$ cat config.mk
export PLATFORM = sky130hd
export DESIGN_NAME = paged_kv_index_builder
export DESIGN_NICKNAME = d
export VERILOG_FILES = /design/src/rtl/kvib_pkg.sv /design/src/rtl/kvib_front.sv /design/src/rtl/kvib_fifo.sv /design/src/rtl/kvib_back.sv /design/src/rtl/paged_kv_index_builder.sv
export SDC_FILE = /design/constraint.sdc
export NUM_CORES = 1
export LEC_CHECK = 0
export BUFFER_PORTS_ARGS = -buffer_cell sky130_fd_sc_hd__clkbuf_2
export CORE_ASPECT_RATIO = 2
export CORE_UTILIZATION = 60
export CTS_CLUSTER_DIAMETER = 150
export DETAILED_ROUTE_END_ITERATION = 7
export GPL_TIMING_DRIVEN = 0
export PLACE_DENSITY = 0.81
export REMOVE_ABC_BUFFERS = 1
export SYNTH_ARGS = -nofsm -noshare
export SYNTH_HDL_FRONTEND = slang
export SYNTH_SLANG_ARGS = --single-unit
$ cat constraint.sdc
create_clock -name clk -period 18.9 [get_ports clk]
set_clock_uncertainty 0.05 [all_clocks]
set_input_delay 2.835 -clock clk [delete_from_list [all_inputs] [get_ports clk]]
set_output_delay 2.835 -clock clk [all_outputs]
set_load 0.01 [all_outputs]
$ cat src/rtl/kvib_pkg.sv
`default_nettype none
package kvib_pkg;

	localparam int unsigned DEF_SLOTS    = 16;
	localparam int unsigned SLOT_W       = 5;
	localparam int unsigned FIFO_DEPTH   = 4;
	localparam int unsigned FIFO_PTR_W   = 2;
	localparam int unsigned FIFO_CNT_W   = 3;
	localparam int unsigned MASK_W       = 22;
	localparam logic [15:0] PAGE_SIZE_RST = 16'd16;

	localparam logic [1:0] ERR_OK    = 2'd0;
	localparam logic [1:0] ERR_COUNT = 2'd1;
	localparam logic [1:0] ERR_FILL  = 2'd2;

	localparam logic KIND_PAGE    = 1'b0;
	localparam logic KIND_SUMMARY = 1'b1;

	typedef struct packed {
		logic        first_of_batch;
		logic [7:0]  page_count;
		logic [23:0] key_length;
		logic [31:0] page_id;
	} slot_word_t;

	typedef struct packed {
		logic        kind;
		logic [31:0] page_out;
		logic [15:0] query_end;
		logic [31:0] page_offset_end;
		logic [15:0] last_page_fill;
		logic [31:0] mask_offset_end;
		logic [1:0]  error_code;
		logic        last;
	} result_word_t;

	// classified slot handed from front to back
	typedef struct packed {
		logic              first;
		logic              page;
		logic              summary;
		logic [31:0]       page_id;
		logic [7:0]        count;
		logic [MASK_W-1:0] mask_bytes;
		logic [15:0]       fill;
		logic [1:0]        err;
	} op_t;

	typedef struct packed {
		logic push;
		logic pop;
		logic full;
		logic empty;
	} fifo_ctl_t;

endpackage
`default_nettype wire

$ cat src/rtl/kvib_front.sv
`default_nettype none
module kvib_front import kvib_pkg::*; #(
	parameter int unsigned SLOTS = DEF_SLOTS
) (
	input  wire logic        clk,
	input  wire logic        arst_n,
	input  wire logic        slot_valid,
	output logic             slot_stall,
	input  wire slot_word_t  slot_word,
	input  wire logic        cfg_valid,
	output logic             cfg_ready,
	input  wire logic [15:0] cfg_data,
	input  wire logic        q_full,
	output logic             push,
	output op_t              op
);

	localparam logic [SLOT_W-1:0] LAST_POS = SLOT_W'(SLOTS - 1);
	localparam logic [7:0]        SLOT_CNT = 8'(SLOTS);

	logic [15:0]       psize_q;
	logic [SLOT_W-1:0] slot_q;
	logic              valid_s1;
	logic              first_s1;
	logic              page_s1;
	logic              sum_s1;
	logic [7:0]        count_s1;
	logic [23:0]       klen_s1;
	logic [31:0]       pid_s1;
	logic [23:0]       prod_s1;

	logic              accept;
	logic [SLOT_W-1:0] pos_c;
	logic [7:0]        cm1_c;
	logic [23:0]       prod_c;
	logic [24:0]       diff_c;
	logic [24:0]       mround_c;
	logic [1:0]        err_c;

	assign cfg_ready  = 1'b1;
	assign slot_stall = valid_s1 && q_full;
	assign accept     = slot_valid && !slot_stall;
	assign push       = valid_s1 && !q_full;

	assign pos_c  = slot_word.first_of_batch ? '0 : slot_q;
	assign cm1_c  = slot_word.page_count - 8'd1;
	assign prod_c = {16'd0, cm1_c} * {8'd0, psize_q};

	always_ff @(posedge clk or negedge arst_n) begin
		if (!arst_n) begin
			psize_q  <= PAGE_SIZE_RST;
			slot_q   <= '0;
			valid_s1 <= 1'b0;
		end else begin
			if (cfg_valid && cfg_ready) begin
				psize_q <= cfg_data;
			end
			if (accept) begin
				slot_q <= (pos_c == LAST_POS) ? '0 : pos_c + 1'b1;
			end
			if (!valid_s1 || push) begin
				valid_s1 <= accept;
			end
		end
	end

	always_ff @(posedge clk) begin
		if (accept && (!valid_s1 || push)) begin
			first_s1 <= slot_word.first_of_batch;
			page_s1  <= {3'd0, pos_c} < slot_word.page_count;
			sum_s1   <= pos_c == LAST_POS;
			count_s1 <= slot_word.page_count;
			klen_s1  <= slot_word.key_length;
			pid_s1   <= slot_word.page_id;
			prod_s1  <= prod_c;
		end
	end

	assign diff_c   = {1'b0, klen_s1} - {1'b0, prod_s1};
	assign mround_c = {1'b0, klen_s1} + 25'd7;

	always_comb begin
		err_c = ERR_OK;
		if (count_s1 > SLOT_CNT) begin
			err_c = ERR_COUNT;
		end else if (count_s1 != 8'd0) begin
			if (diff_c[24] || diff_c == 25'd0 || diff_c[23:0] > {8'd0, psize_q}) begin
				err_c = ERR_FILL;
			end
		end
	end

	always_comb begin
		op.first      = first_s1;
		op.page       = page_s1;
		op.summary    = sum_s1;
		op.page_id    = pid_s1;
		op.count      = count_s1;
		op.mask_bytes = mround_c[24:3];
		op.err        = err_c;
		op.fill       = (err_c == ERR_OK && count_s1 != 8'd0) ? diff_c[15:0] : 16'd0;
	end

endmodule
`default_nettype wire

$ cat src/rtl/kvib_fifo.sv
`default_nettype none
module kvib_fifo import kvib_pkg::*; (
	input  wire logic clk,
	input  wire logic arst_n,
	input  wire logic push,
	input  wire op_t  wr_op,
	input  wire logic pop,
	output op_t       rd_op,
	output fifo_ctl_t ctl
);

	op_t                 mem_q [FIFO_DEPTH];
	logic [FIFO_PTR_W-1:0] wr_ptr_q;
	logic [FIFO_PTR_W-1:0] rd_ptr_q;
	logic [FIFO_CNT_W-1:0] cnt_q;

	assign ctl.push  = push;
	assign ctl.pop   = pop;
	assign ctl.full  = cnt_q == FIFO_CNT_W'(FIFO_DEPTH);
	assign ctl.empty = cnt_q == '0;
	assign rd_op     = mem_q[rd_ptr_q];

	always_ff @(posedge clk or negedge arst_n) begin
		if (!arst_n) begin
			wr_ptr_q <= '0;
			rd_ptr_q <= '0;
			cnt_q    <= '0;
		end else begin
			if (push) begin
				wr_ptr_q <= wr_ptr_q + 1'b1;
			end
			if (pop) begin
				rd_ptr_q <= rd_ptr_q + 1'b1;
			end
			if (push && !pop) begin
				cnt_q <= cnt_q + 1'b1;
			end else if (pop && !push) begin
				cnt_q <= cnt_q - 1'b1;
			end
		end
	end

	always_ff @(posedge clk) begin
		if (push) begin
			mem_q[wr_ptr_q] <= wr_op;
		end
	end

endmodule
`default_nettype wire

$ cat src/rtl/kvib_back.sv
`default_nettype none
module kvib_back import kvib_pkg::*; (
	input  wire logic      clk,
	input  wire logic      arst_n,
	input  wire fifo_ctl_t q_ctl,
	input  wire op_t       op,
	output logic           pop,
	output logic           result_valid,
	input  wire logic      result_stall,
	output result_word_t   result_word
);

	logic         out_valid_q;
	result_word_t out_q;
	logic         phase_q;
	logic [15:0]  beam_total_q;
	logic [31:0]  page_sum_q;
	logic [31:0]  mask_sum_q;

	logic         have;
	logic         page_now;
	logic         emit;
	logic         split;
	logic         load_ok;
	logic         load;
	logic [15:0]  beam_base;
	logic [31:0]  page_base;
	logic [31:0]  mask_base;
	logic [15:0]  beam_new;
	logic [31:0]  page_new;
	logic [31:0]  mask_new;
	result_word_t res_c;

	assign have     = !q_ctl.empty;
	assign page_now = op.page && !phase_q;
	assign emit     = page_now || op.summary;
	assign split    = op.page && op.summary && !phase_q;
	assign load_ok  = !out_valid_q || !result_stall;
	assign load     = have && emit && load_ok;
	assign pop      = have && (emit ? (load_ok && !split) : 1'b1);

	assign beam_base = op.first ? '0 : beam_total_q;
	assign page_base = op.first ? '0 : page_sum_q;
	assign mask_base = op.first ? '0 : mask_sum_q;
	assign beam_new  = beam_base + 16'd1;
	assign page_new  = (op.err == ERR_OK) ? page_base + {24'd0, op.count} : page_base;
	assign mask_new  = (op.err == ERR_OK) ?
		mask_base + {{(32 - MASK_W){1'b0}}, op.mask_bytes} : mask_base;

	always_comb begin
		res_c = '0;
		if (page_now) begin
			res_c.kind     = KIND_PAGE;
			res_c.page_out = op.page_id;
			res_c.last     = !op.summary;
		end else begin
			res_c.kind            = KIND_SUMMARY;
			res_c.query_end       = beam_new;
			res_c.page_offset_end = page_new;
			res_c.last_page_fill  = op.fill;
			res_c.mask_offset_end = mask_new;
			res_c.error_code      = op.err;
			res_c.last            = 1'b1;
		end
	end

	always_ff @(posedge clk or negedge arst_n) begin
		if (!arst_n) begin
			out_valid_q  <= 1'b0;
			phase_q      <= 1'b0;
			beam_total_q <= '0;
			page_sum_q   <= '0;
			mask_sum_q   <= '0;
		end else begin
			if (load_ok) begin
				out_valid_q <= load;
			end
			if (pop) begin
				phase_q <= 1'b0;
			end else if (load && split) begin
				phase_q <= 1'b1;
			end
			if (pop) begin
				beam_total_q <= op.summary ? beam_new : beam_base;
				page_sum_q   <= op.summary ? page_new : page_base;
				mask_sum_q   <= op.summary ? mask_new : mask_base;
			end
		end
	end

	always_ff @(posedge clk) begin
		if (load) begin
			out_q <= res_c;
		end
	end

	assign result_valid = out_valid_q;
	assign result_word  = out_q;

endmodule
`default_nettype wire

$ cat src/rtl/paged_kv_index_builder.sv
`default_nettype none
// Paged KV index builder. Takes one page slot word per cycle (SLOTS_PER_BEAM
// slots per beam row) and returns page-list words for slots below the row's
// page count, plus a beam summary after the row's last slot. Input words are
// taken every cycle while the four-entry queue between front and back has room;
// the back delivers at most one result word per cycle and holds it while
// result_stall is high; a row's last slot can yield both a page word and a
// summary. A slot passes the front's stage register, the queue and the back's
// output register on its way to a result. The user must write the page size
// register over the cfg channel only while the block is idle; the block itself does not enforce this.
module paged_kv_index_builder import kvib_pkg::*; #(
	parameter int unsigned SLOTS_PER_BEAM = DEF_SLOTS
) (
	input  wire logic         clk,
	input  wire logic         arst_n,
	input  wire logic         slot_valid,
	output logic              slot_stall,
	input  wire slot_word_t   slot_word,
	output logic              result_valid,
	input  wire logic         result_stall,
	output result_word_t      result_word,
	input  wire logic         cfg_valid,
	output logic              cfg_ready,
	input  wire logic [15:0]  cfg_data
);

	logic      push;
	logic      pop;
	op_t       wr_op;
	op_t       rd_op;
	fifo_ctl_t q_ctl;

	kvib_front #(
		.SLOTS(SLOTS_PER_BEAM)
	) u_front (
		.clk        (clk),
		.arst_n     (arst_n),
		.slot_valid (slot_valid),
		.slot_stall (slot_stall),
		.slot_word  (slot_word),
		.cfg_valid  (cfg_valid),
		.cfg_ready  (cfg_ready),
		.cfg_data   (cfg_data),
		.q_full     (q_ctl.full),
		.push       (push),
		.op         (wr_op)
	);

	kvib_fifo u_fifo (
		.clk    (clk),
		.arst_n (arst_n),
		.push   (push),
		.wr_op  (wr_op),
		.pop    (pop),
		.rd_op  (rd_op),
		.ctl    (q_ctl)
	);

	kvib_back u_back (
		.clk          (clk),
		.arst_n       (arst_n),
		.q_ctl        (q_ctl),
		.op           (rd_op),
		.pop          (pop),
		.result_valid (result_valid),
		.result_stall (result_stall),
		.result_word  (result_word)
	);

endmodule
`default_nettype wire

# --- Word level (Yosys, flattened, before mapping) ---
# Memory sizes are Yosys's and may differ from the RTL's.
# Cells that the tools add are included.
word_totals:
  regBits: 334
  ramBits: 332
  in_bits: 86
  output_inout_bits: 135
  memories: 1
op_classes:
  addsub: 11
  mul: 1
  n_lt_le_gt_ge: 3
  n_eq_ne: 2
  n_mux: 22
  reduce_logical: 38
mem_list:
  columns: ["name", "words", "width", "read_ports", "rd_ports_with_merged_regs", "wr", "line_no", "rtl"]
  rows:
  - ["u_fifo.mem_q", 4, 83, 1, 0, 1, "kvib_fifo.sv:12", "op_t mem_q [FIFO_DEPTH];"]
ops:
  columns: ["operator", "n"]
  rows:
  - ["two-way mux 32 bit", 6]
  - ["two-way mux 16 bit", 3]
  - ["adder 32 x 22 -> 32 bit", 1]
  - ["adder 32 x 8 -> 32 bit", 1]
  - ["adder 24 x 3 -> 25 bit, second input constant", 1]
  - ["logical NOT 25 bit", 1]
  - ["subtractor 24 x 24 -> 25 bit", 1]
  - ["greater-than comparator 24 x 16 -> 1 bit", 1]
  - ["multiplier 8 x 16 -> 24 bit", 1]
  - ["adder 16 x 1 -> 16 bit, second input constant", 1]
  - ["logical AND 1 bit", 15]
  - ["logical NOT 1 bit", 11]
  - ["two-way mux 5 bit", 2]
  - ["greater-than comparator 8 x 5 -> 1 bit, second input constant", 1]
  - ["less-than comparator 5 x 8 -> 1 bit", 1]
  - ["nonzero test 8 bit", 1]
  - ["subtractor 8 x 1 -> 8 bit, second input constant", 1]
  - ["two-way mux 1 bit", 6]
  - ["two-way mux 2 bit", 3]
  - ["two-way mux 3 bit", 2]
  - ["adder 5 x 1 -> 5 bit, second input constant", 1]
  - ["== test 5 x 4 -> 1 bit, second input constant", 1]
  - ["logical OR 1 bit", 5]
  - ["adder 2 x 1 -> 2 bit, second input constant", 2]
  - ["other kinds (6)", 8]

# --- Logic depth before layout (Yosys ltp) ---
# Gate-level depths: netlist of the first run.
logic_depth:
  ltp_word: 10
  depth_mapped: 25

# --- Hierarchy ---
# From an unflattened synthesis of the first run, not the netlist that was laid out.
unflattened:
  hier_cells: 2707
  area_unflattened_um2: 34411.8
modules_own_cells:
  columns: ["mod", "instances", "cells_each", "area_each_um2", "seq_area_each_um2"]
  rows:
  - ["kvib_fifo", 1, 470, 12440.7, 10144.7]
  - ["kvib_back", 1, 1182, 11757.5, 6015.8]
  - ["kvib_front", 1, 1055, 10213.5, 3284.4]

# --- Worst setup path before layout of the first run ---
# Ideal clock, no wire load.
synth_timing:
  path_type: "input-to-reg"
  startpoint: "in result_stall"
  endpoint: "reg u_back.phase_q"
  setup_ns: 0.097
  arrival_time_ns: 9.727
  setup_slack_ns: 9.026
  path_stages: 3
  path_buffers: 0
  path_cell_list: "a21oi_1 -> a31oi_1 -> nor2_1"
synth_between:
  elab_chain_cells: 6
  word_cells_on_any_way: 9
  cone_classes: "mux (2); reduce/logical (7)"
synth_rtl:
  columns: ["element", "line_no", "rtl"]
  rows:
  - ["start: declaration", "paged_kv_index_builder.sv:20", "input wire logic result_stall,"]
  - ["logical NOT 1 bit (*)", "kvib_back.sv:38", "assign load_ok = !out_valid_q || !result_stall;"]
  - ["logical OR 1 bit (*)", "kvib_back.sv:38", null]
  - ["logical AND 1 bit", "kvib_back.sv:40", "assign pop = have && (emit ? (load_ok && !split) : 1'b1);"]
  - ["two-way mux 1 bit", "kvib_back.sv:40", null]
  - ["logical AND 1 bit", "kvib_back.sv:40", null]
  - ["two-way mux 1 bit or nonzero test 2 bit (tied branches)", null, null]
  - ["end signal: assignment", "kvib_back.sv:70", "phase_q <= 1'b0;"]
  - ["end signal: assignment", "kvib_back.sv:79", "phase_q <= 1'b0;"]
  - ["end signal: assignment", "kvib_back.sv:81", "phase_q <= 1'b1;"]
  - ["end: declaration", "kvib_back.sv:15", "logic phase_q;"]
# Mark *: on every way between the ends. The rest lies on a longest branch, timed or not.
# A chain may end at the register's enable or synchronous reset.

# --- Final worst setup path of the first run ---
layout_timing:
  startpoint: "in slot_word[56] (netlist name)"
  endpoint: "reg u_front.prod_s1[23] (data pin)"
layout_between:
  elab_chain_cells: 2
layout_rtl:
  columns: ["element", "line_no", "rtl"]
  rows:
  - ["start: declaration", "paged_kv_index_builder.sv:18", "input wire slot_word_t slot_word,"]
  - ["subtractor 8 x 1 -> 8 bit", "kvib_front.sv:46", "assign cm1_c = slot_word.page_count - 8'd1;"]
  - ["multiplier 8 x 16 -> 24 bit", "kvib_front.sv:47", "assign prod_c = {16'd0, cm1_c} * {8'd0, psize_q};"]
  - ["net u_front.prod_c[23]", "kvib_front.sv:35", "logic [23:0] prod_c;"]
  - ["end signal: assignment", "kvib_front.sv:75", "prod_s1 <= prod_c;"]
  - ["end: declaration", "kvib_front.sv:30", "logic [23:0] prod_s1;"]
# The timed path passes the listed nets, and every way through them passes these cells.

==> flow_metrics.env, run 1 <==
export IMPL_status="complete, no violations"
export IMPL_power_switching_uw=2430
export IMPL_syn_to_final_growth_pct=12.1
export IMPL_vias=21838
export IMPL_ir_drop_uv=97.4
export IMPL_dr_pass1_iters=6
export IMPL_reg2reg_depth=13
export IMPL_yosysUniqueCellTypes=92
export IMPL_yosys_area_top_type_share_pct=49.5
export IMPL_synth_area_sq_mm=0.0337
export IMPL_grt_max_degree=92
export IMPL_slowest_stage="xnor2_2"
export IMPL_synth_top_cell_by_area="edfxtp_1"
export IMPL_worstHoldPathType="reg2reg"
export IMPL_cts_num_sinks=666
export IMPL_maxCapViolCount=0
export IMPL_worstSkewPairLatency_ps=630
export IMPL_vias_per_cell=6.09
export IMPL_cp_num_buf_inv=6
export IMPL_drc=0
export IMPL_grt_pass1_vias=22853
export IMPL_slew_violations=0
export IMPL_internal_power_uw=3850
export IMPL_core_area_sq_mm=0.0554
export IMPL_rows=122
export IMPL_rsz0062_at_grt="no"
export IMPL_grt_usage_pct=27.9
export IMPL_cts_resized=0
export IMPL_crit_fanout=16
export IMPL_max_slew_margin_pct=6.77
export IMPL_max_freq_ghz=0.110
export IMPL_cts_tree="done"
export IMPL_root_buffer="clkbuf_16"
export IMPL_ys_seq_elements=666
export IMPL_cpPeakStageDelay_ps=840
export IMPL_io_buffers=219
export IMPL_hold_violations=0
export IMPL_grt_pass1_wl_um=121000
export IMPL_final_layout_size_suffix_gt1_share_pct=16.6
export IMPL_place_ws_ps=9290
export IMPL_swShare_pct=38.7
export IMPL_first_iter_violations=1792
export IMPL_die_area_sq_mm=0.0571
export IMPL_antenna_found_initial=4
export IMPL_top_usage_layer="met2"
export IMPL_cts_max_level=2
export IMPL_period_minus_slack_ps=9060
export IMPL_grt_use_met3_pct=3.11
export IMPL_nets=3090
export IMPL_synth_edf_count=555
export IMPL_cp_common_cell="inv_1"
export IMPL_rrSetupSlack_ps=11420
export IMPL_ant_nets=0
export IMPL_cp_num_cells=24
export IMPL_initial_utilization_pct=60.8
export IMPL_syn_inst=2592
export IMPL_synth_area_leaders="edfxtp_1 (50%), dfrtp_1 (8.2%), mux4_2 (5.5%)"
export IMPL_cts_setup_buffers=0
export IMPL_period_share_pct=48.0
export IMPL_seqPwrFrac_pct=37.0
export IMPL_start_kind="input port"
export IMPL_clockPowerShare_pct=18.1
export IMPL_final_util_pct=68.1
export IMPL_p_per_area_mw_per_mm2=167
export IMPL_cp_data_required_time_ps=19200
export IMPL_yosysMostFrequentCell="edfxtp_1"
export IMPL_fillers=3764
export IMPL_post_dp_hpwl_um=53300
export IMPL_p_comb_share_pct=44.9
export IMPL_whs_path_depth=2
export IMPL_setup_viol=0
export IMPL_path_cells="clkbuf_2 > inv_1 > ha_1 > nand3_1 > xnor2_2 > nor2_1 > fa_1 > inv_1 > fa_1 > inv_1 > fa_1 > inv_1 > fa_1 > inv_1 > ha_1 > o21a_1 > o31a_1 > o211ai_1 > a21oi_1 > nor3_1 > o31ai_1 > nand2b_1 > a31oi_1 > xnor2_1"
export IMPL_multi_input_area_sq_mm=0.0132
export IMPL_cellLeakagePower_uw=0.0146
export IMPL_die_w_um=169
export IMPL_end_kind="flop"
export IMPL_yosys_warnings=0
export IMPL_cp_top_family="adder cells"
export IMPL_fin_ws_ps=9840
export IMPL_synth_top_cells_by_count="edfxtp_1 (555), nor2_1 (207), inv_1 (192), nand2_1 (192), o21ai_0 (129)"
export IMPL_wl_per_cell_um=21.6
export IMPL_totalWireLength_um=77400
export IMPL_clockBufferDepth=3
export IMPL_synthArstFlopShare_pct=16.7
export IMPL_io_pins=221
export IMPL_clk_pin_slew_ps=70
export IMPL_critPathKind="in2reg"
export IMPL_avgSynthCellArea_sq_um=13.0
export IMPL_grt_util_met1_pct=31.1
export IMPL_cts_hold_buffers_added=0
export IMPL_arrival_ps=9360
export IMPL_cts_buffers=55
export IMPL_ys_flop_type="edfxtp_1"
export IMPL_use_met2_pct=50.9
export IMPL_seq_area_sq_mm=0.0195
export IMPL_globalplace_congestion=0.941
export IMPL_worst_pin_slew_ps=1390
export IMPL_globalRouteOverflowTotal=0
export IMPL_dieHeight_um=337
export IMPL_yosysSeqAreaShare_pct=57.8
==> worst reg2reg max path, stage by stage, from the launching register on <==
cell	delay, ps
dfrtp_4	840
buf_16	350
mux4_2	400
nor2b_4	250
buf_12	220
buf_12	210
inv_2	440
maj3_1	290
and2_1	880
inv_1	960
nor2_1	1360
nand2_1	610
o31ai_1	400
o21bai_1	150
==> cells by family after synthesis <==
logic type | after synthesis | share of synthesized area (%)
other | 1 | 0.0111
AO/OA/AOI/OAI | 424 | 8.11
buffers and inverters | 298 | 3.41
XOR/XNOR | 131 | 3.41
flip-flops | 666 | 57.8
adder cells (fa/ha/maj) | 215 | 9.95
AND/OR/NAND/NOR | 760 | 11.4
multiplexers | 97 | 5.95
==> layer usage <==
layer,vias to the layer above,wire length [um]
met5,-,0
met4,0,4440
met3,274,4310
met2,997,41300
met1,10781,27300
li1,9786,-
==> power by group through the flow <==
stage / combinational, uW / clock (uW) / sequential (uW)
2_1_floorplan: 1790 / 0 / 2450
3_3_place_gp: 2550 / 0 / 2480
3_5_place_dp: 2780 / 0 / 2350
4_1_cts: 2810 / 1160 / 2330
5_1_grt: 3090 / 1210 / 2360
6_report: 2820 / 1140 / 2330
==> final timing paths <==
kind / startpoint / end
min in group asynchronous: arst_n / u_front.psize_q[7]
min: u_back.mask_sum_q[7] / u_back.mask_sum_q[7]
max in group asynchronous: arst_n / u_fifo.rd_ptr_q[0]
max: slot_word[56] / u_front.prod_s1[23]
min reg2reg: u_back.mask_sum_q[7] / u_back.mask_sum_q[7]
max reg2reg: u_fifo.rd_ptr_q[1] / u_back.page_sum_q[31]
==> layout make-up <==
cell class | count | share of cell area [%]
Inverter | 197 | 1.97
Timing Repair Buffer | 242 | 4.33
Antenna cell | 4 | 0.0265
Tap cell | 744 | 2.47
Clock buffer | 67 | 3.85
Clock inverter | 35 | 0.905
Sequential cell | 666 | 51.5
Multi-Input combinational cell | 1628 | 34.9
==> per-stage QoR <==
stage / hold slack (ps) / instances / setup TNS (ps) / instance area (sq um) / total power [uW]
2_1_floorplan: 392 / 2491 / 0 / 33300 / 4250
3_3_place_gp: 409 / 3454 / -453670 / 35300 / 5040
3_5_place_dp: 420 / 3477 / 0 / 35900 / 5130
4_1_cts: 444 / 3579 / 0 / 37700 / 6300
5_1_grt: 460 / 3583 / 0 / 37700 / 6650
6_report: 443 / 3583 / 0 / 37700 / 6280
==> state kept, by name, indices dropped and copies added, names as in the netlist <==
name                 flops
u_front.prod_s1         24
u_back.result_valid      1
u_back.page_sum_q       32
u_back.beam_total_q     16
u_fifo.cnt_q             3
u_front.first_s1         1
u_front.count_s1         8
u_fifo.rd_ptr_q          2
u_front.pid_s1          32
u_fifo.wr_ptr_q          2
u_front.psize_q         16
u_front.sum_s1           1
u_back.mask_sum_q       32
u_front.page_s1          1
u_front.slot_q           5
u_back.result_word     132
u_front.valid_s1         1
u_front.klen_s1         24
u_back.phase_q           1
u_fifo.mem_q           332
==> placed cells by master, fill, tap and decap left out, drive strengths merged, types with 18 or more instances in the layout <==
| master | n |
|---|---|
| o21ai | 134 |
| nor3 | 32 |
| nand3 | 45 |
| a22o | 22 |
| clkbuf | 286 |
| xor2 | 46 |
| inv | 196 |
| fa | 88 |
| nor4 | 24 |
| buf | 23 |
| nor2 | 209 |
| xnor2 | 85 |
| clkinv | 24 |
| nand2 | 193 |
| nor2b | 53 |
| ha | 126 |
| edfxtp | 555 |
| and2 | 78 |
| nand4 | 26 |
| dfrtp | 110 |
| o31ai | 18 |
| nand2b | 36 |
| a21oi | 103 |
| mux4 | 82 |
| a21o | 37 |
Note: power is estimated with default switching activity, not from simulation.
==> run 2, diff against run 1 <==
--- a/config.mk
+++ b/config.mk
@@ -5,13 +5,14 @@
 export SDC_FILE = /design/constraint.sdc
 export NUM_CORES = 1
 export LEC_CHECK = 0
+export ABC_AREA = 1
 export BUFFER_PORTS_ARGS = -buffer_cell sky130_fd_sc_hd__clkbuf_2
 export CORE_ASPECT_RATIO = 2
-export CORE_UTILIZATION = 60
+export CORE_UTILIZATION = 56
 export CTS_CLUSTER_DIAMETER = 150
 export DETAILED_ROUTE_END_ITERATION = 7
 export GPL_TIMING_DRIVEN = 0
-export PLACE_DENSITY = 0.81
+export PLACE_DENSITY = 0.79
 export REMOVE_ABC_BUFFERS = 1
 export SYNTH_ARGS = -nofsm -noshare
 export SYNTH_HDL_FRONTEND = slang
==> constraint.sdc (replaced) <==
create_clock -name clk -period 7.3 [get_ports clk]
set_clock_uncertainty 0.05 [all_clocks]
set_input_delay 1.095 -clock clk [delete_from_list [all_inputs] [get_ports clk]]
set_output_delay 1.095 -clock clk [all_outputs]
set_load 0.01 [all_outputs]
==> flow_metrics.env, run 2 <==
export IMPL_status="complete, no violations"
export IMPL_totalPowerFinal_uw=19800
export IMPL_arrival_ps=7280
export IMPL_critPathKind="in2reg"
export IMPL_ys_seq_elements=666
export IMPL_synth_area_leaders="edfxtp_1 (47%), dfrtp_1 (7.7%), nand2_1 (7.0%)"
export IMPL_io_buffers=219
export IMPL_yosysSeqAreaShare_pct=54.7
export IMPL_syn_inst=3711
export IMPL_clockBufferDepth=3
export IMPL_slew_violations=0
export IMPL_start_kind="input port"
export IMPL_die_w_um=180
export IMPL_final_cells=4727
export IMPL_dieHeight_um=358
export IMPL_final_layout_size_suffix_gt1_share_pct=10.9
export IMPL_seqPwrFrac_pct=31.6
export IMPL_cts_num_sinks=666
export IMPL_synth_edf_count=555
export IMPL_maxCapViolCount=0
export IMPL_drc=0
export IMPL_swShare_pct=44.7
export IMPL_yosysMostFrequentCell="nand2_1"
export IMPL_grt_max_degree=130
export IMPL_first_iter_violations=1970
export IMPL_max_freq_ghz=0.143
export IMPL_initial_utilization_pct=56.6
export IMPL_power_switching_uw=8840
export IMPL_setup_viol=0
export IMPL_grt_util_met1_pct=28.5
export IMPL_totalWireLength_um=86900
export IMPL_cts_buffers=56
export IMPL_max_slew_margin_pct=12.7
export IMPL_dp_cells=4620
export IMPL_grt_usage_pct=26.8
export IMPL_use_met2_pct=51.5
export IMPL_cts_tree="done"
export IMPL_cp_data_required_time_ps=7610
export IMPL_syn_to_final_growth_pct=12.2
export IMPL_fillers=5067
export IMPL_worst_pin_slew_ps=1310
export IMPL_final_common_cell="nand2_1"
export IMPL_ant_nets=0
export IMPL_p_per_area_mw_per_mm2=495
export IMPL_period_minus_slack_ps=6970
export IMPL_yosys_area_top_type_share_pct=46.9
export IMPL_yosys_warnings=0
export IMPL_grt_pass1_wl_um=135000
export IMPL_p_comb_share_pct=51.8
export IMPL_yosysUniqueCellTypes=58
export IMPL_vias=26615
export IMPL_hold_slack_ps=269
export IMPL_rows=130
export IMPL_io_pins=221
export IMPL_most_common_layout_cells="nand2_1 (658), nor2_1 (563), edfxtp_1 (555)"
export IMPL_regMostFlops="u_fifo.mem_q"
export IMPL_post_dp_hpwl_um=61400
export IMPL_synth_top_cells_by_count="nand2_1 (662), nor2_1 (569), edfxtp_1 (555)"
export IMPL_clockPowerShare_pct=16.6
export IMPL_cellLeakagePower_uw=0.0173
export IMPL_period_share_pct=95.5
export IMPL_synthArstFlopShare_pct=16.7
export IMPL_rsz0062_at_grt="no"
export IMPL_vias_per_cell=5.63
export IMPL_grt_use_met3_pct=2.76
export IMPL_grt_pass1_vias=26384
export IMPL_dr_pass1_iters=6
export IMPL_ir_drop_uv=297
export IMPL_largest_reg_flops=332
export IMPL_crit_fanout=14
export IMPL_nets=4186
export IMPL_core_area_sq_mm=0.0628
export IMPL_die_area_sq_mm=0.0646
export IMPL_globalplace_congestion=0.972
export IMPL_cts_hold_buffers_added=0
export IMPL_root_buffer="clkbuf_16"
export IMPL_ys_flop_type="edfxtp_1"
export IMPL_end_kind="flop"
export IMPL_avgSynthCellArea_sq_um=9.58
export IMPL_top_usage_layer="met2"
export IMPL_worstHoldPathType="in2async"
export IMPL_antenna_found_initial=4
export IMPL_wl_per_cell_um=18.4
export IMPL_globalRouteOverflowTotal=0
export IMPL_synth_area_sq_mm=0.0356
export IMPL_worstSkewPairLatency_ps=650
export IMPL_internal_power_uw=10900
export IMPL_clk_pin_slew_ps=70
export IMPL_hold_violations=0
export IMPL_cts_setup_buffers=0
export IMPL_cts_max_level=2
export IMPL_synth_top_cell_by_area="edfxtp_1"
[run 2: cell count changes after synthesis, moves of 29 or more]
cell | previous run | this run
a21o_1 | 37 | 8
a21oi_1 | 102 | 229
and2_1 | 78 | 1
inv_1 | 192 | 461
mux4_2 | 82 | 0
nand2_1 | 192 | 662
nand2b_1 | 36 | 0
nand3_1 | 44 | 144
nor2_1 | 207 | 569
nor2b_1 | 53 | 0
o21ai_0 | 129 | 284
o22ai_1 | 2 | 46
xnor2_1 | 85 | 17
[run 2: repair_timing]
item | in CTS | in global routing
gates resized for setup | 1 | 5
endpoints found under the setup margin | 2 | 3
gates cloned | 0 | 0
[run 2: cell families (layout without fill, tap and decap cells)]
logic type                 after synthesis  count (layout)  synth area share (%)
DFF                                    666             666                  54.7
other                                    1               2                0.0105
and+or+nand+nor                       1514            1514                  17.7
AOI/OAI and AO/OA                      631             631                  9.54
xor gates and xnor gates                73              73                  1.84
adders and majority gates              214             214                  9.39
buffers and inverters                  612             835                  6.79
[run 2: stage by stage]
step / setup TNS, ps / setup slack [ps] / utilization (%) / area, sq um
6_report: 0 / 326 / 63.6 / 39900
5_1_grt: 0 / 4.84 / 63.6 / 39900
4_1_cts: 0 / 40.8 / 63.5 / 39900
3_5_place_dp: -3540 / -769 / 60.3 / 37900
3_3_place_gp: -3660820 / -13840 / 59.0 / 37000
2_1_floorplan: -1107290 / -5830 / - / 34900
[run 2: area by class of cell]
| cell class | count | area [sq um] | area share (%) |
|---|---|---|---|
| Sequential cell | 666 | 19500 | 48.7 |
| Multi-Input combinational cell | 2433 | 13800 | 34.5 |
| Timing Repair Buffer | 250 | 1830 | 4.59 |
| Inverter | 479 | 1820 | 4.55 |
| Clock buffer | 67 | 1440 | 3.62 |
| Tap cell | 792 | 991 | 2.48 |
| Clock inverter | 39 | 591 | 1.48 |
| Antenna cell | 1 | 2.50 | 0.00627 |
[run 2: final timing paths]
kind	from	endpoint	slack [ps]	cells past startpoint
worst min register to register	u_back.page_sum_q[31]	u_back.page_sum_q[31]	440	2
worst min-delay path	arst_n	u_back.mask_sum_q[30]	270	1
worst max-delay path	slot_word[56]	u_front.prod_s1[19]	330	28
worst max register to register	u_fifo.rd_ptr_q[0]	u_back.mask_sum_q[7]	1390	17
min in group clk	u_back.page_sum_q[31]	u_back.page_sum_q[31]	440	2
max in group asynchronous	arst_n	u_front.psize_q[14]	6070	2
[run 2: power by group through the flow]
stage / registers [uW] / clock network [uW] / logic, uW
CTS: 6240 / 3320 / 10200
floorplan: 6600 / 0 / 6590
global placement: 6610 / 0 / 9420
global route: 6330 / 3470 / 11400
detailed placement: 6310 / 0 / 10200
finish: 6240 / 3280 / 10200
[run 2: critical path: stages]
cell and delay, ps:
clkbuf_2 210, clkinvlp_4 360, ha_1 370, nand2_1 100
nor3_1 60, or2_2 280, nand2_2 300, inv_1 260
nand2_1 140, fa_1 450, fa_1 550, inv_1 60
fa_1 530, inv_1 60, fa_1 520, inv_1 40
ha_1 390, nand2_1 140, inv_1 100, a21oi_1 100
o21ai_0 320, a21boi_0 220, o21ai_1 280, nand2_1 90
inv_1 90, nor2_1 40, nand2_1 70, nand2_1 50
[run 2: metal layers]
layer | part of all wire [%] | vias to the layer above
met1 | 36 | 12735
met3 | 4.7 | 268
li1 | - | 12705
met4 | 5.4 | 6
met5 | 0.049 | -
met2 | 54 | 901
